`config.mk`:
```
export PLATFORM = sky130hd
export DESIGN_NAME = sktp_queue
export DESIGN_NICKNAME = d
export VERILOG_FILES = /design/src/design/sktp_queue.sv
export SDC_FILE = /design/constraint.sdc
export NUM_CORES = 1
export LEC_CHECK = 0
export BUFFER_PORTS_ARGS = -buffer_cell sky130_fd_sc_hd__buf_2
export CORE_MARGIN = 2
export CORE_UTILIZATION = 44
export CTS_CLUSTER_DIAMETER = 120
export DETAILED_ROUTE_END_ITERATION = 10
export GPL_TIMING_DRIVEN = 0
export MAX_ROUTING_LAYER = met4
export PLACE_DENSITY = 0.73
export SLEW_MARGIN = 20
export SYNTH_ARGS = -nofsm -noshare
export SYNTH_HDL_FRONTEND = slang
export SYNTH_SLANG_ARGS = --single-unit
```
`constraint.sdc`:
```
create_clock -name i_clk -period 1.4 [get_ports i_clk]
set_clock_uncertainty 0.15 [all_clocks]
set_input_delay 0.07 -clock i_clk [delete_from_list [all_inputs] [get_ports i_clk]]
set_output_delay 0.07 -clock i_clk [all_outputs]
set_load 0.02 [all_outputs]
```
`src/design/sktp_queue.sv`:
```
module sktp_queue #(
    parameter int WIDTH = 8
) (
    input  logic             i_clk,
    input  logic             i_rst_n,
    input  logic             i_push,
    input  logic [WIDTH-1:0] i_data,
    input  logic             i_pop,
    output logic [WIDTH-1:0] o_data,
    output logic             o_full,
    output logic             o_not_empty
);
    logic [WIDTH-1:0] r_mem [2];
    logic             r_wp;
    logic             r_rp;
    logic [1:0]       r_cnt;

    assign o_full      = (r_cnt == 2'd2);
    assign o_not_empty = (r_cnt != 2'd0);
    assign o_data      = r_mem[r_rp];

    always_ff @(posedge i_clk) begin
        if (!i_rst_n) begin
            r_wp  <= 1'b0;
            r_rp  <= 1'b0;
            r_cnt <= 2'd0;
        end else begin
            if (i_push) r_wp <= ~r_wp;
            if (i_pop)  r_rp <= ~r_rp;
            r_cnt <= r_cnt + 2'(i_push) - 2'(i_pop);
        end
    end

    always_ff @(posedge i_clk) begin
        if (i_push) r_mem[r_wp] <= i_data;
    end
endmodule

```
==> out/results.ini <==
[cts]
clock-root-buffer = sky130_fd_sc_hd__clkbuf_4
clock_sinks = 21
clkLatencyLatePin_ns = 0.30
cts_tree = done
cts_buffer_depth = 2
level_count_of_the_clock_h_tree = 1
clkTransAtPathRegs_ns = 0.11
cts_buffers = 3

[global_route]
grt_usage = 0.142
grt_overflow = 0
grt_antenna_before_repair = 0
maximum_number_of_pins_on_one_net_before_global_route_repair = 13
grt_pass1_vias = 476
grt_pass1_wl_um = 1930

[route]
detail_route.vias_per_cell = 4.52
routed-via-count = 488
routedWlPerCell_um = 13.5
drt_first_iter_violations = 3
route.final.wire_length_um = 1460
detail_route.first_pass.iterations = 4
ant_nets = 0
drc = 0

[synthesis]
synth_area_um2 = 803
seq_cells_post_synth = 21
distinct_cell_type_count_of_the_synthesized_netlist = 12
synth_xor_xnor_area_share = 0.0389
post_synthesis_average_cell_area_um2 = 17.5
seq_area_frac_synth = 0.723
synth_top_family_by_area = multiplexers
synthSimpleGateAreaFrac = 0.0701
ys.warnings.count = 0
synth-adder-area-share = 0.0312
syn-num-nets = 60
synth_compound_area_frac = 0.00935
synth_cells = 46
synthMuxAreaShare = 0.112

[floorplanning]
die-height_um = 46.7
core_area_um2 = 1730
initial_utilization = 0.465
chip_width_um = 46.7
rows = 15
dieArea_um2 = 2180
ioPinCount = 22

[hold_path]
hold_class = input port to flip-flop
min-delay-start = i_pop
worstHoldEndpoint = r_cnt[1]
min_path_cells = 4

[setup_path]
worst_setup_path_start_kind = flip-flop
critPathKind = flip-flop to output pin
ff2ff_path_depth = 6
max_stage_delay_ns = 0.35
timing.rr.end = r_cnt[1]
crit_path_cell_trace = buf_8 > mux2_4 > buf_6
worstPathRequired_ns = 1.18
ff2ff_setup_slack_ns = 0.06
critical_path.slowest_cell = sky130_fd_sc_hd__dfxtp_2
worst_setup_path_end_kind = output pin
timing.rr.start = r_cnt[0]
timing.critical_path.fanout_max = 8
crit_arrival_ns = 1.24

[sta]
max_slew.worst_pin.slew_ns = 0.409
setup_repair_after_global_routing_missed_its_margin = true
max_freq_mhz = 683
drv_slew = 0
timing.final.ws_setup_ns = -0.0650
post-route-period-util = 1.05
max_slew_margin = 0.727
final_count_of_negative_setup_slack_endpoints = 8
total_count_of_hold_check_failures_in_the_final_report = 0
fin_crit_ns = 1.46

[pwr]
power.ir.vdd_worst_mv = 0.755
cellLeakagePower_nw = 0.501
powerDensity_nw_per_um2 = 1130
design_power_w = 0.00136

[placed_design]
numPlacedInstances = 92
buffer_ports.inserted = 21
place.gp.congestion = 0.595
dp_hpwl_um = 807
placement.setup.worst_slack_ns = -0.0721

[layout]
area_growth_pct = 49.4
final_nets = 98
finish.cell_count_without_fillers = 108
antenna_cells = 0
post_route_cells_drive_above_1_share = 0.494

[run_status]
failing_checks = setup timing
outcome = finished, violations left

[flow_run]
timing.max_cap.violations = 0

cell type report:
type	count	area [um^2]
fill	130	527
multi-input combinational	22	263
sequential	21	583
timing repair buffer	33	273
clock inverter	1	5.00
tap	25	31.3
inverter	2	7.51
buffer	1	15.0
clock buffer	3	22.5
flip-flops by register name, indices dropped and copies added, names as in the netlist, named ones only:
register,flops
r_cnt,2
r_mem,16
r_rp,1
r_wp,1
timing repair:
item / CTS / global route
pin swaps: 0 / 1
gates resized for setup: 26 / 9
hold buffers: 11 / 0
setup endpoints to repair: 18 / 17
buffers inserted: 0 / 1
endpoints found under the hold margin: 21 / 0
worst max-delay path: cells and delay by family, from the launching register on:
family                 cells  cell delay (ns)
DFF                        1             0.35
buffers and inverters      2             0.28
muxes                      1             0.32
metal layers:
layer / vias up / part of all wire / track usage
met5: - / 0 / -
met4: 0 / 0.0062 / 0.0833
met3: 2 / 0.032 / 0.0235
met2: 13 / 0.58 / 0.272
met1: 232 / 0.38 / 0.127
li1: 241 / - / -
stage by stage:
stage	hold WS (ns)	utilization	TNS [ns]	cell area [um^2]
floorplan	0.0189	-	0	803
global placement	0.107	0.544	-0.280	940
detailed placement	0.112	0.544	-0.576	940
CTS	0.162	0.671	-0.515	1160
global route	0.139	0.695	-0.882	1200
finish	0.136	0.695	-0.449	1200
synthesized netlist by cell type:
cell type                  count  area (um^2)
sky130_fd_sc_hd__inv_1         2         7.51
sky130_fd_sc_hd__mux2_1        8         90.1
sky130_fd_sc_hd__xnor3_1       1         22.5
sky130_fd_sc_hd__xor2_1        1         8.76
sky130_fd_sc_hd__nor2b_1       4         25.0
sky130_fd_sc_hd__or2_1         1         6.26
sky130_fd_sc_hd__edfxtp_1     16          480
sky130_fd_sc_hd__buf_2         1         5.00
sky130_fd_sc_hd__o21a_1        1         7.51
sky130_fd_sc_hd__ha_1          2         25.0
sky130_fd_sc_hd__and2_1        4         25.0
sky130_fd_sc_hd__dfxtp_1       5          100
worst max-delay path by stage:
stage	to
after floorplan	r_cnt[1]
after global routing	o_data[4]
after global placement	r_mem[0][2]
after CTS	o_data[7]
after detailed placement	r_mem[0][5]
final	o_data[4]
cell usage in the layout, fill, tap and decap left out, types with 2 or more instances in the layout:
cell type and instances:
sky130_fd_sc_hd__dfxtp_2 2, sky130_fd_sc_hd__buf_6 8, sky130_fd_sc_hd__nor2b_1 3, sky130_fd_sc_hd__buf_2 13
sky130_fd_sc_hd__dlygate4sd3_1 11, sky130_fd_sc_hd__dfxtp_1 3, sky130_fd_sc_hd__mux2_4 8, sky130_fd_sc_hd__edfxtp_1 16
sky130_fd_sc_hd__and2_1 4, sky130_fd_sc_hd__clkbuf_4 3
power by group:
part	switching, W	leakage (nW)	internal, W
clock	0.000171	0.0177	0.000106
combinational	0.000144	0.290	0.000193
sequential	0.0000238	0.192	0.000719
total	0.000339	0.501	0.00102
kinds of logic after synthesis:
family	after synthesis
muxes	8
DFF	21
adders and majority gates	2
AOI/OAI and AO/OA	1
and+or+nand+nor	9
xor gates and xnor gates	2
buffers and inverters	3
(Power assumes the default switching activity.)
