--- src/design/sktp_pkg.sv ---
package sktp_pkg;

    typedef struct packed {
        logic [7:0] key_char;
        logic       key_last;
        logic       create_if_absent;
    } t_in_item;

    typedef struct packed {
        logic [9:0] slot_index;
        logic [2:0] status;
    } t_out_item;

    localparam logic [2:0] ST_FOUND    = 3'd0;
    localparam logic [2:0] ST_INSERTED = 3'd1;
    localparam logic [2:0] ST_ABSENT   = 3'd2;
    localparam logic [2:0] ST_FULL     = 3'd3;
    localparam logic [2:0] ST_TOOLONG  = 3'd4;

    localparam int HASH_W = 32;

    typedef enum logic [2:0] {
        S_CLEAR,
        S_IDLE,
        S_MOD,
        S_READ,
        S_CHECK,
        S_WRITE,
        S_OUT
    } t_back_state;

endpackage

--- src/design/sktp_front.sv ---
module sktp_front #(
    parameter int KEY_CHARS = 16
) (
    input  logic                 i_clk,
    input  logic                 i_rst_n,
    input  logic                 i_in_valid,
    output logic                 o_in_stall,
    input  sktp_pkg::t_in_item   i_in_data,
    input  logic                 i_clearing,
    input  logic                 i_q_full,
    output logic                 o_push,
    output logic [8*KEY_CHARS+$clog2(KEY_CHARS+2)+sktp_pkg::HASH_W:0] o_job
);
    import sktp_pkg::*;

    localparam int LW = $clog2(KEY_CHARS + 2);
    localparam int IW = $clog2(KEY_CHARS);

    logic [7:0]        r_key [KEY_CHARS];
    logic [7:0]        n_key [KEY_CHARS];
    logic [LW-1:0]     r_len;
    logic [LW-1:0]     n_len;
    logic [HASH_W-1:0] r_hash;
    logic [HASH_W-1:0] n_hash;
    logic [8*KEY_CHARS-1:0] key_vec;
    logic              accept;

    assign o_in_stall = i_q_full || i_clearing;
    assign accept     = i_in_valid && !o_in_stall;
    assign o_push     = accept && i_in_data.key_last;

    always_comb begin
        n_key  = r_key;
        n_len  = r_len;
        n_hash = r_hash;
        if (i_in_data.key_char != 8'd0) begin
            n_hash = (r_hash << 1) + r_hash + HASH_W'(i_in_data.key_char);
            if (r_len < LW'(KEY_CHARS)) n_key[r_len[IW-1:0]] = i_in_data.key_char;
            if (r_len <= LW'(KEY_CHARS)) n_len = r_len + LW'(1);
        end
        for (int i = 0; i < KEY_CHARS; i++) key_vec[8*i +: 8] = n_key[i];
    end

    assign o_job = {i_in_data.create_if_absent, n_len, n_hash, key_vec};

    always_ff @(posedge i_clk) begin
        if (!i_rst_n) begin
            r_len  <= '0;
            r_hash <= '0;
        end else if (accept) begin
            r_len  <= i_in_data.key_last ? '0 : n_len;
            r_hash <= i_in_data.key_last ? '0 : n_hash;
        end
    end

    always_ff @(posedge i_clk) begin
        if (accept) r_key <= n_key;
    end
endmodule

--- config.mk ---
export PLATFORM = sky130hd
export DESIGN_NAME = sktp_front
export DESIGN_NICKNAME = d
export VERILOG_FILES = /design/src/design/sktp_pkg.sv /design/src/design/sktp_front.sv
export SDC_FILE = /design/constraint.sdc
export NUM_CORES = 1
export LEC_CHECK = 0
export BUFFER_PORTS_ARGS = -buffer_cell sky130_fd_sc_hd__buf_2
export CAP_MARGIN = 0
export CORE_MARGIN = 4
export CORE_UTILIZATION = 44
export DETAILED_ROUTE_END_ITERATION = 10
export PLACE_DENSITY_LB_ADDON = 0.12
export SLEW_MARGIN = 40
export SYNTH_ARGS = -nofsm -noshare
export SYNTH_HDL_FRONTEND = slang
export SYNTH_SLANG_ARGS = --single-unit
--- constraint.sdc ---
create_clock -name i_clk -period 4.5 [get_ports i_clk]
set_input_delay 0.225 -clock i_clk [delete_from_list [all_inputs] [get_ports i_clk]]
set_output_delay 0.225 -clock i_clk [all_outputs]
set_load 0.005 [all_outputs]
==> results of run 1 <==
## power breakdown
part | switching, mW | internal [mW]
clock | 0.686 | 0.733
sequential | 0.00887 | 1.67
combinational | 0.140 | 0.0865
## flip-flops by register name, indices dropped and copies added, names as in the netlist
signal  flops
r_key     128
r_hash     32
r_len       5
## worst register-to-register path, cell delays in order (launching register included)
cell,delay [ns]
dfxtp_1,0.41
fa_1,0.45
ha_1,0.26
fa_1,0.43
a21o_1,0.21
nand4_1,0.11
a21oi_1,0.14
o41ai_2,0.43
o21ai_1,0.26
a31oi_1,0.28
mux2i_1,0.26
o21ai_1,0.10
## per-layer routing
metal	wire length (um)	share of wire, %	up-vias
met5	0	0	-
met4	414	1.7	0
met3	1150	4.7	30
met2	11400	46	156
met1	11700	47	3358
li1	-	-	3284
## layout by cell type, fill, tap and decap left out, types with 6 or more instances in the layout
master	instances
o21ai_0	22
nor2_1	39
nand2_1	76
mux2_2	137
ha_1	58
buf_2	180
edfxtp_1	128
a31oi_1	6
a22o_1	14
nor3_1	9
and2_1	11
a22oi_1	11
clkbuf_16	17
a21oi_1	32
fa_1	8
inv_1	14
a21o_1	13
dfxtp_1	37
xor2_1	10
buf_4	13
o21ai_1	11
xnor2_1	19
## worst min path at each step
stage          slack, ns  cells after the start    endpoint
2_1_floorplan       0.37                      1  r_hash[13]
3_3_place_gp        0.45                      0  o_job[165]
3_5_place_dp        0.45                      0  o_job[165]
4_1_cts             0.09                      2  r_hash[13]
5_1_grt             0.12                      2  r_hash[13]
6_report            0.12                      2  r_hash[13]
## cell usage after synthesis, drive strengths merged, types with 10 or more instances
cell	count	share of area, %
ha	58	7.8
a21o	13	1.0
and2	11	0.74
xor2	10	0.94
a21oi	35	2.0
edfxtp	128	41
mux2	138	17
nor3	10	0.59
inv	15	0.60
nand2	76	3.1
dfxtp	37	7.9
a22oi	11	0.88
clkbuf	29	1.2
o21ai	33	1.8
xnor2	19	1.8
a22o	14	1.3
nor2	39	1.6
## logic make-up (layout without fill, tap and decap cells)
group	count (synthesis)	in the layout	share of synthesized area, %
AND/OR/NAND/NOR	170	170	8.28
flip-flops	165	165	49.1
AO/OA/AOI/OAI	155	155	11.4
multiplexers	139	139	16.8
adder cells (fa/ha/maj)	66	66	9.48
buffers and inverters	53	241	2.24
XOR/XNOR	29	29	2.72
## metrics by stage
step,setup WS [ns],power [mW],utilization (%),hold slack [ns]
floorplan,0.101,1.83,-,0.370
global placement,0.887,1.94,50.4,0.450
detailed placement,0.806,1.94,50.4,0.450
CTS,0.322,3.35,53.1,0.0913
global route,0.0382,3.44,53.1,0.119
finish,0.362,3.32,53.1,0.115
## area by class of cell
type                            count  area, um^2  area share, %
Clock buffer                       17         425           3.82
Clock inverter                     15         138           1.24
Inverter                           15        58.8          0.529
Multi-Input combinational cell    559        4570           41.0
Sequential cell                   165        4580           41.2
Tap cell                          275         344           3.09
Timing Repair Buffer              194        1010           9.08
==> flow_summary.yaml, run 1 <==
outcome:
  status: "completed"
worst_setup_path:
  cp.depth: 12
  worstPathArrival_ns: 3.91
  crit_chain: "fa_1 -> ha_1 -> fa_1 -> a21o_1 -> nand4_1 -> a21oi_1 -> o41ai_2 -> o21ai_1 -> a31oi_1 -> mux2i_1 -> a31oi_1 -> buf_2"
  worst-r2r-setup-slack_ns: 1.07
  cpMaxStageDelayCell: "fa_1"
  regToRegStartpoint: "r_hash[1]"
  critPathCapture: "o_job[157]"
  cp-startpoint: "r_hash[1]"
  cp.required_ns: 4.28
  slowest_delay_ns: 0.45
  path_class: "reg2out"
  worstReg2RegEnd: "r_hash[29]"
  startpoint_type: "flip-flop"
  cp_top_family: "compound AO/OA/AOI/OAI gates"
  crit_fanout: 4
  crit_buf_inv: 1
  end_kind: "output port"
  rr_worst_depth: 11
clock_network:
  cts_made_buffers: 17
  cts_sinks: 165
  path_clk_slew_ns: 0.07
  h-tree-depth: 4
  clk_latency_ns: 0.42
  ctsResizeCount: 0
  cts_post_setup_buffers_inserted: 0
  clock_path_buffers: 2
  holdBufCountCts: 0
  cts_tree: "built"
  cts_root_buf: "clkbuf_16"
synth:
  yosys_warnings: 0
  postSynthAreaPerCell_um2: 12.0
  synth_nets: 858
  ys.flop_type: "edfxtp_1"
  synth_seq_cells: 165
  synth.distinct_cells: 61
  synthArstFlopShare_pct: 0
  synth_seq_area_share_pct: 49.1
  syn_area_mm2: 0.00934
  synth_edf_count: 128
  synth_cells: 777
global_route:
  grt_pass1_vias: 6701
  overflow: 0
  met1_usage_pct: 28.7
  top_usage_layer: "met2"
  grt_use_met2_pct: 32.7
  use_met3_pct: 4.36
  grt_use_total_pct: 20.5
  antenna_found_initial: 0
  grt_max_degree: 78
  grt_pass1_wl_um: 38700
hold_path:
  hp-start: "i_rst_n"
  holdCritPathClass: "in2reg"
timing:
  worst_pin_slew_ns: 0.809
  setup_viol: 0
  clock.fmax_ghz: 0.242
  rsz0062_at_grt: "false"
  fin_crit_sh_pct: 92.0
  slew_violations: 0
  skew_ns: 0.00969
  hold_viol_final: 0
  slew_headroom_pct: 46.0
  period_needed_ns: 4.14
  tns_ns: 0
routing:
  drt_iter0_drc: 311
  vias_per_cell: 5.51
  remaining_drc_errors: 0
  wire_per_inst_um: 19.9
  drtAntennaViolNets: 0
  vias: 6828
  drt_pass1_iterations: 4
  drt_wl_total_um: 24600
job:
  maxCapViolCount: 0
finish:
  fin_area_mm2: 0.0111
  drive_gt1_share_pct: 39.0
  finalNonFillerCells: 1240
  fillers: 1912
  syn_to_final_growth_pct: 19.1
  final_nets: 1033
  antenna_cells: 0
placed_design:
  io_buffers: 180
  dpl.cell_count: 1208
  gp_congestion: 0.822
  dpl.hpwl_um: 17300
  post_dp_cell_area_mm2: 0.0106
die:
  std_cell_rows: 53
  die_area_mm2: 0.0236
  ios: 183
  die_y_um: 154
  die_w_um: 154
  start_util_pct: 44.6
  core_area_mm2: 0.0210
power:
  max-vdd-ir-drop_mv: 0.233
  p_per_area_mw_per_mm2: 299
  leakage_nw: 4.69
No activity file was read; power rests on OpenSTA's default activity.
==> run 2, diff against run 1 <==
==> constraint.sdc (replaced) <==
create_clock -name i_clk -period 4.5 [get_ports i_clk]
set_input_delay 0.9 -clock i_clk [delete_from_list [all_inputs] [get_ports i_clk]]
set_output_delay 0.9 -clock i_clk [all_outputs]
set_load 0.005 [all_outputs]
==> run 2 against run 1 <==
The run now ends with setup timing left. Die area is the same. Combinational power grew 8%. Critical path depth grew 2. Fmax shrank 12%. Utilization grew 4.0 points. Wire length grew 3.0%. Critical path type is now in2out.
==> flow_summary.yaml, run 2 (synthesis gave the netlist of run 1 again) <==
worst_setup_path:
  crit_path_frequent_cell: "fa_2"
  crit_buf_inv: 4
  cp-startpoint: "i_in_data[4]"
  crit_fanout: 4
  worstReg2RegEnd: "r_hash[26]"
  end_kind: "output port"
  cpMaxStageDelayCell: "fa_2"
  regToRegStartpoint: "r_hash[1]"
  crit_chain: "buf_8 -> fa_2 -> buf_6 -> fa_2 -> a21o_1 -> nand4_1 -> a21oi_2 -> o41ai_2 -> buf_4 -> o21ai_4 -> a31oi_2 -> mux2i_1 -> a31oi_1 -> buf_2"
  cp.depth: 14
  cp.required_ns: 3.60
  critPathCapture: "o_job[157]"
  worst-r2r-setup-slack_ns: 0.85
  cp_top_family: "compound AO/OA/AOI/OAI gates"
  startpoint_type: "input pin"
  rr_worst_depth: 18
  worstPathArrival_ns: 3.83
  path_class: "in2out"
  slowest_delay_ns: 0.51
routing:
  drt_pass1_iterations: 4
  remaining_drc_errors: 0
  wire_per_inst_um: 19.7
  drtAntennaViolNets: 0
  drt_wl_total_um: 25400
  vias_per_cell: 5.48
  drt_iter0_drc: 461
  vias: 7062
die:
  die_area_mm2: 0.0236
  die_y_um: 154
  start_util_pct: 44.6
  std_cell_rows: 53
  die_w_um: 154
  ios: 183
  core_area_mm2: 0.0210
global_route:
  grt_pass1_vias: 7016
  overflow: 0
  grt_max_degree: 131
  grt_use_total_pct: 21.1
  grt_pass1_wl_um: 39800
  antenna_found_initial: 0
timing:
  fin_crit_sh_pct: 105
  hold_viol_final: 0
  rsz0062_at_grt: "true"
  clock.fmax_ghz: 0.212
  slew_violations: 0
  tns_ns: -1.39
  slew_headroom_pct: 45.8
  period_needed_ns: 4.73
  layout_setup_ws_ns: -0.227
  skew_ns: 0.0121
  worst_pin_slew_ns: 0.812
  setup_viol: 13
finish:
  fin_util_pct: 57.1
  largest_reg_flops: 128
  ff_latch_area_mm2: 0.00458
  regMostFlops: "r_key"
  final_common_cell: "buf_2"
  final_nets: 1081
  finalNonFillerCells: 1288
  fillers: 1823
  reg.largest.list: "r_key (128), r_hash (32), r_len (5)"
  mostFrequentLayoutCells: "buf_2, mux2_2, edfxtp_1, nand2_1"
  multi_input_area_mm2: 0.00491
  syn_to_final_growth_pct: 28.1
  antenna_cells: 0
  drive_gt1_share_pct: 45.7
clock_network:
  clk_latency_ns: 0.43
  path_clk_slew_ns: 0.07
  h-tree-depth: 4
  clock_path_buffers: 2
  cts_sinks: 165
  cts_made_buffers: 17
  holdBufCountCts: 0
  cts_tree: "built"
  cts_root_buf: "clkbuf_16"
power:
  p_per_area_mw_per_mm2: 290
  leakage_nw: 5.06
  max-vdd-ir-drop_mv: 0.223
  total_power_mw: 3.47
placed_design:
  gp_congestion: 0.835
  pre_cts_slack_ns: -0.408
  dpl.hpwl_um: 17300
  dpl.cell_count: 1231
  io_buffers: 180
outcome:
  status: "finished, violations left"
  violations: "setup timing"
job:
  maxCapViolCount: 0
hold_path:
  holdCritPathClass: "reg2reg"
## run 2: changes by cell type in the layout (fill, tap and decap cells not counted), sizes merged
cell / delta
buf: +48
bufinv: +3
clkinv: -2
clkbuf: +1
clkinvlp: -1
inv: -1
## run 2: repair_timing
action,4_1_cts,5_1_grt
pin swaps,30,34
hold endpoints to repair,0,0
setup endpoints to repair,18,19
setup buffers,21,7
resized for setup,41,44
## run 2: tightest hold or removal path: cells and delay by family, from the launching register on
family / cells / cell delay, ns
AOI/OAI and AO/OA: 1 / 0.05
DFF: 1 / 0.35
and+or+nand+nor: 1 / 0.07
## run 2: area by class of cell
cell class | instances | area share, %
clock buffers | 18 | 3.59
flip-flops and latches | 165 | 38.3
well taps | 275 | 2.88
multi-input cells | 559 | 41.0
clock inverters | 14 | 1.53
inverters | 15 | 0.502
repair buffers | 242 | 12.2
## run 2: worst min path at each step
stage                from          to  slack [ns]  depth (start not counted)
2_1_floorplan  r_hash[26]  r_hash[26]        0.47                          2
3_3_place_gp   r_hash[31]  r_hash[31]        0.49                          2
3_5_place_dp   r_hash[31]  r_hash[31]        0.51                          2
4_1_cts          r_len[0]    r_len[0]        0.52                          2
5_1_grt        r_hash[26]  r_hash[26]        0.56                          2
6_report         r_len[0]    r_len[0]        0.52                          2
## run 2: power breakdown
part | switching (mW) | internal [mW]
combinational | 0.145 | 0.101
sequential | 0.00897 | 1.67
clock | 0.654 | 0.891
total | 0.808 | 2.66
## run 2: per-layer routing
| metal | part of all wire (%) | global-route usage, % | vias to the layer above |
|---|---|---|---|
| li1 | - | - | 3364 |
| met1 | 46 | 28.9 | 3477 |
| met2 | 48 | 34.3 | 194 |
| met3 | 4.6 | 4.28 | 27 |
| met4 | 1.8 | 5.42 | 0 |
| met5 | 0 | 0 | - |
## run 2: metrics by stage
stage / area, um^2 / hold slack, ns
after global placement: 10700 / 0.493
final: 12000 / 0.519
after CTS: 11700 / 0.519
after floorplan: 9350 / 0.469
after global routing: 12000 / 0.558
after detailed placement: 10700 / 0.506
==> run 3, diff against run 2 <==
--- a/config.mk
+++ b/config.mk
@@ -11,6 +11,7 @@
 export CORE_UTILIZATION = 44
 export DETAILED_ROUTE_END_ITERATION = 10
 export PLACE_DENSITY_LB_ADDON = 0.12
+export SETUP_SLACK_MARGIN = 0.1
 export SLEW_MARGIN = 40
 export SYNTH_ARGS = -nofsm -noshare
 export SYNTH_HDL_FRONTEND = slang
==> run 3 against run 2 <==
The flow still finishes with violations (setup timing). Clock power about the same. Critical path depth unchanged. Register-to-register slack got worse by 0.50 ns. Worst setup slack improved by 0.030 ns. Via count decreased by 0.28%. Die area unchanged. Design area increased by 0.89%. Total power increased by 0.14%. Global-route usage increased by 0.089 points. Clock skew increased by 0.0014 ns. Sequential power about the same.
==> flow_summary.yaml, run 3 (synthesis gave the netlist of run 1 again) <==
power:
  p_int_mw: 2.66
  p_seq_share_pct: 48.3
  max-vdd-ir-drop_mv: 0.225
  p_comb_share_pct: 7.1
  total_power_mw: 3.47
  swShare_pct: 23.4
  leakage_nw: 5.13
  power.switching_mw: 0.814
  clockPowerShare_pct: 44.7
  p_per_area_mw_per_mm2: 288
die:
  core_area_mm2: 0.0210
  start_util_pct: 44.6
  die_y_um: 154
  ios: 183
  die_area_mm2: 0.0236
  die_w_um: 154
  std_cell_rows: 53
finish:
  final_common_cell: "buf_2"
  largest_reg_flops: 128
  final_nets: 1092
  fillers: 1803
  drive_gt1_share_pct: 46.5
  reg.largest.list: "r_key (128), r_hash (32), r_len (5)"
  regMostFlops: "r_key"
  mostFrequentLayoutCells: "buf_2, mux2_2, edfxtp_1, nand2_1, buf_4"
  syn_to_final_growth_pct: 29.2
  antenna_cells: 0
job:
  maxCapViolCount: 0
worst_setup_path:
  crit_chain: "buf_8 -> fa_2 -> ha_4 -> fa_2 -> a21o_1 -> nand4_1 -> a21oi_2 -> o41ai_2 -> buf_4 -> o21ai_4 -> a31oi_2 -> mux2i_1 -> a31oi_1 -> buf_2"
  crit_fanout: 4
  path_class: "in2out"
  crit_buf_inv: 3
  cp.depth: 14
  worstPathArrival_ns: 3.80
  cp_top_family: "adder cells"
  cpMaxStageDelayCell: "fa_2"
  cp.required_ns: 3.60
  startpoint_type: "input pin"
  rr_worst_depth: 21
  crit_path_frequent_cell: "fa_2"
  end_kind: "output port"
  slowest_delay_ns: 0.46
timing:
  period_needed_ns: 4.70
  slew_headroom_pct: 45.3
  hold_viol_final: 0
  hold_ws_ns: 0.521
  skew_ns: 0.0136
  layout_setup_ws_ns: -0.197
  slew_violations: 0
  worst_pin_slew_ns: 0.820
  fin_crit_sh_pct: 104
  setup_viol: 12
  rsz0062_at_grt: "true"
  clock.fmax_ghz: 0.213
clock_network:
  cts_made_buffers: 17
  clk_latency_ns: 0.43
  h-tree-depth: 4
  path_clk_slew_ns: 0.07
  cts_root_buf: "clkbuf_16"
  cts_tree: "built"
  clock_path_buffers: 2
  holdBufCountCts: 0
  cts_sinks: 165
routing:
  vias_per_cell: 5.42
  drt_iter0_drc: 410
  vias: 7042
  drtAntennaViolNets: 0
  drt_pass1_iterations: 4
  remaining_drc_errors: 0
  wire_per_inst_um: 19.6
  drt_wl_total_um: 25400
placed_design:
  io_buffers: 180
  dpl.hpwl_um: 17300
  gp_congestion: 0.835
global_route:
  antenna_found_initial: 0
  grt_max_degree: 131
  overflow: 0
  grt_use_total_pct: 21.1
  grt_pass1_wl_um: 39900
  grt_pass1_vias: 7056
hold_path:
  holdCritPathClass: "reg2reg"
  holdPathStages: 2
outcome:
  status: "finished, violations left"
  violations: "setup timing"
==> run 3: changes by cell type in the layout (fill, tap and decap cells not counted) <==
cell | before | now
a21boi_0 | 1 | 0
o21ai_1 | 12 | 11
buf_6 | 11 | 13
a21boi_1 | 1 | 2
xor2_2 | 2 | 3
nor2_4 | 1 | 2
o21ai_2 | 2 | 3
xor2_1 | 7 | 6
buf_4 | 56 | 65
nor2_2 | 1 | 0
==> run 3: what timing repair did <==
item                       CTS  global route
setup endpoints to repair   21            23
resized for setup           53            38
setup buffers               32             8
pin swaps                   36            28
==> run 3: layout make-up <==
cell class              count  area [um^2]  area share (%)
repair buffers            253         1550            12.8
well taps                 275          344            2.85
clock inverters            14          183            1.51
inverters                  15         60.1           0.497
flip-flops and latches    165         4580            38.0
clock buffers              18          429            3.55
multi-input cells         559         4930            40.8
==> run 3: path summary, 6_finish.rpt <==
| kind | startpoint | to | slack [ns] |
|---|---|---|---|
| worst min register to register | r_len[0] | r_len[0] | 0.52 |
| worst max register to register | r_hash[1] | r_hash[13] | 0.35 |
| worst min-delay path | r_len[0] | r_len[0] | 0.52 |
| worst max-delay path | i_in_data[3] | o_job[157] | -0.20 |
==> run 3: power by group through the flow <==
stage / clock network [mW] / registers [mW] / logic [mW]
final: 1.55 / 1.68 / 0.245
after global routing: 1.65 / 1.68 / 0.269
after CTS: 1.58 / 1.68 / 0.244
after detailed placement: 0 / 1.71 / 0.234
after global placement: 0 / 1.71 / 0.232
after floorplan: 0 / 1.71 / 0.120
==> run 3: through the flow <==
step | util [%] | instances | instance area (um^2) | setup slack (ns) | TNS, ns
after global placement | 51.2 | 1230 | 10700 | -0.328 | -3.10
final | 57.6 | 1299 | 12100 | -0.197 | -1.23
after floorplan | - | 777 | 9350 | 0.116 | 0
after CTS | 56.6 | 1293 | 11900 | -0.170 | -1.24
after detailed placement | 51.3 | 1231 | 10700 | -0.408 | -3.83
after global routing | 57.6 | 1299 | 12100 | -0.268 | -2.50
==> run 3: worst register-to-register path, delay by kind of cell (launching register included) <==
family	cells	cell delay, ns
buf+inv	11	1.41
fa+ha+maj	3	1.08
compound gates	5	0.86
flops	1	0.43
xor+xnor	1	0.14
simple gates	1	0.13
==> run 3: metal layers <==
metal | GRT usage [%] | vias up | wire length, um
met4 | 5.93 | 0 | 512
met1 | 28.9 | 3437 | 11800
met5 | 0 | - | 0
met3 | 4.39 | 31 | 1120
met2 | 34.3 | 177 | 12000
li1 | - | 3397 | -
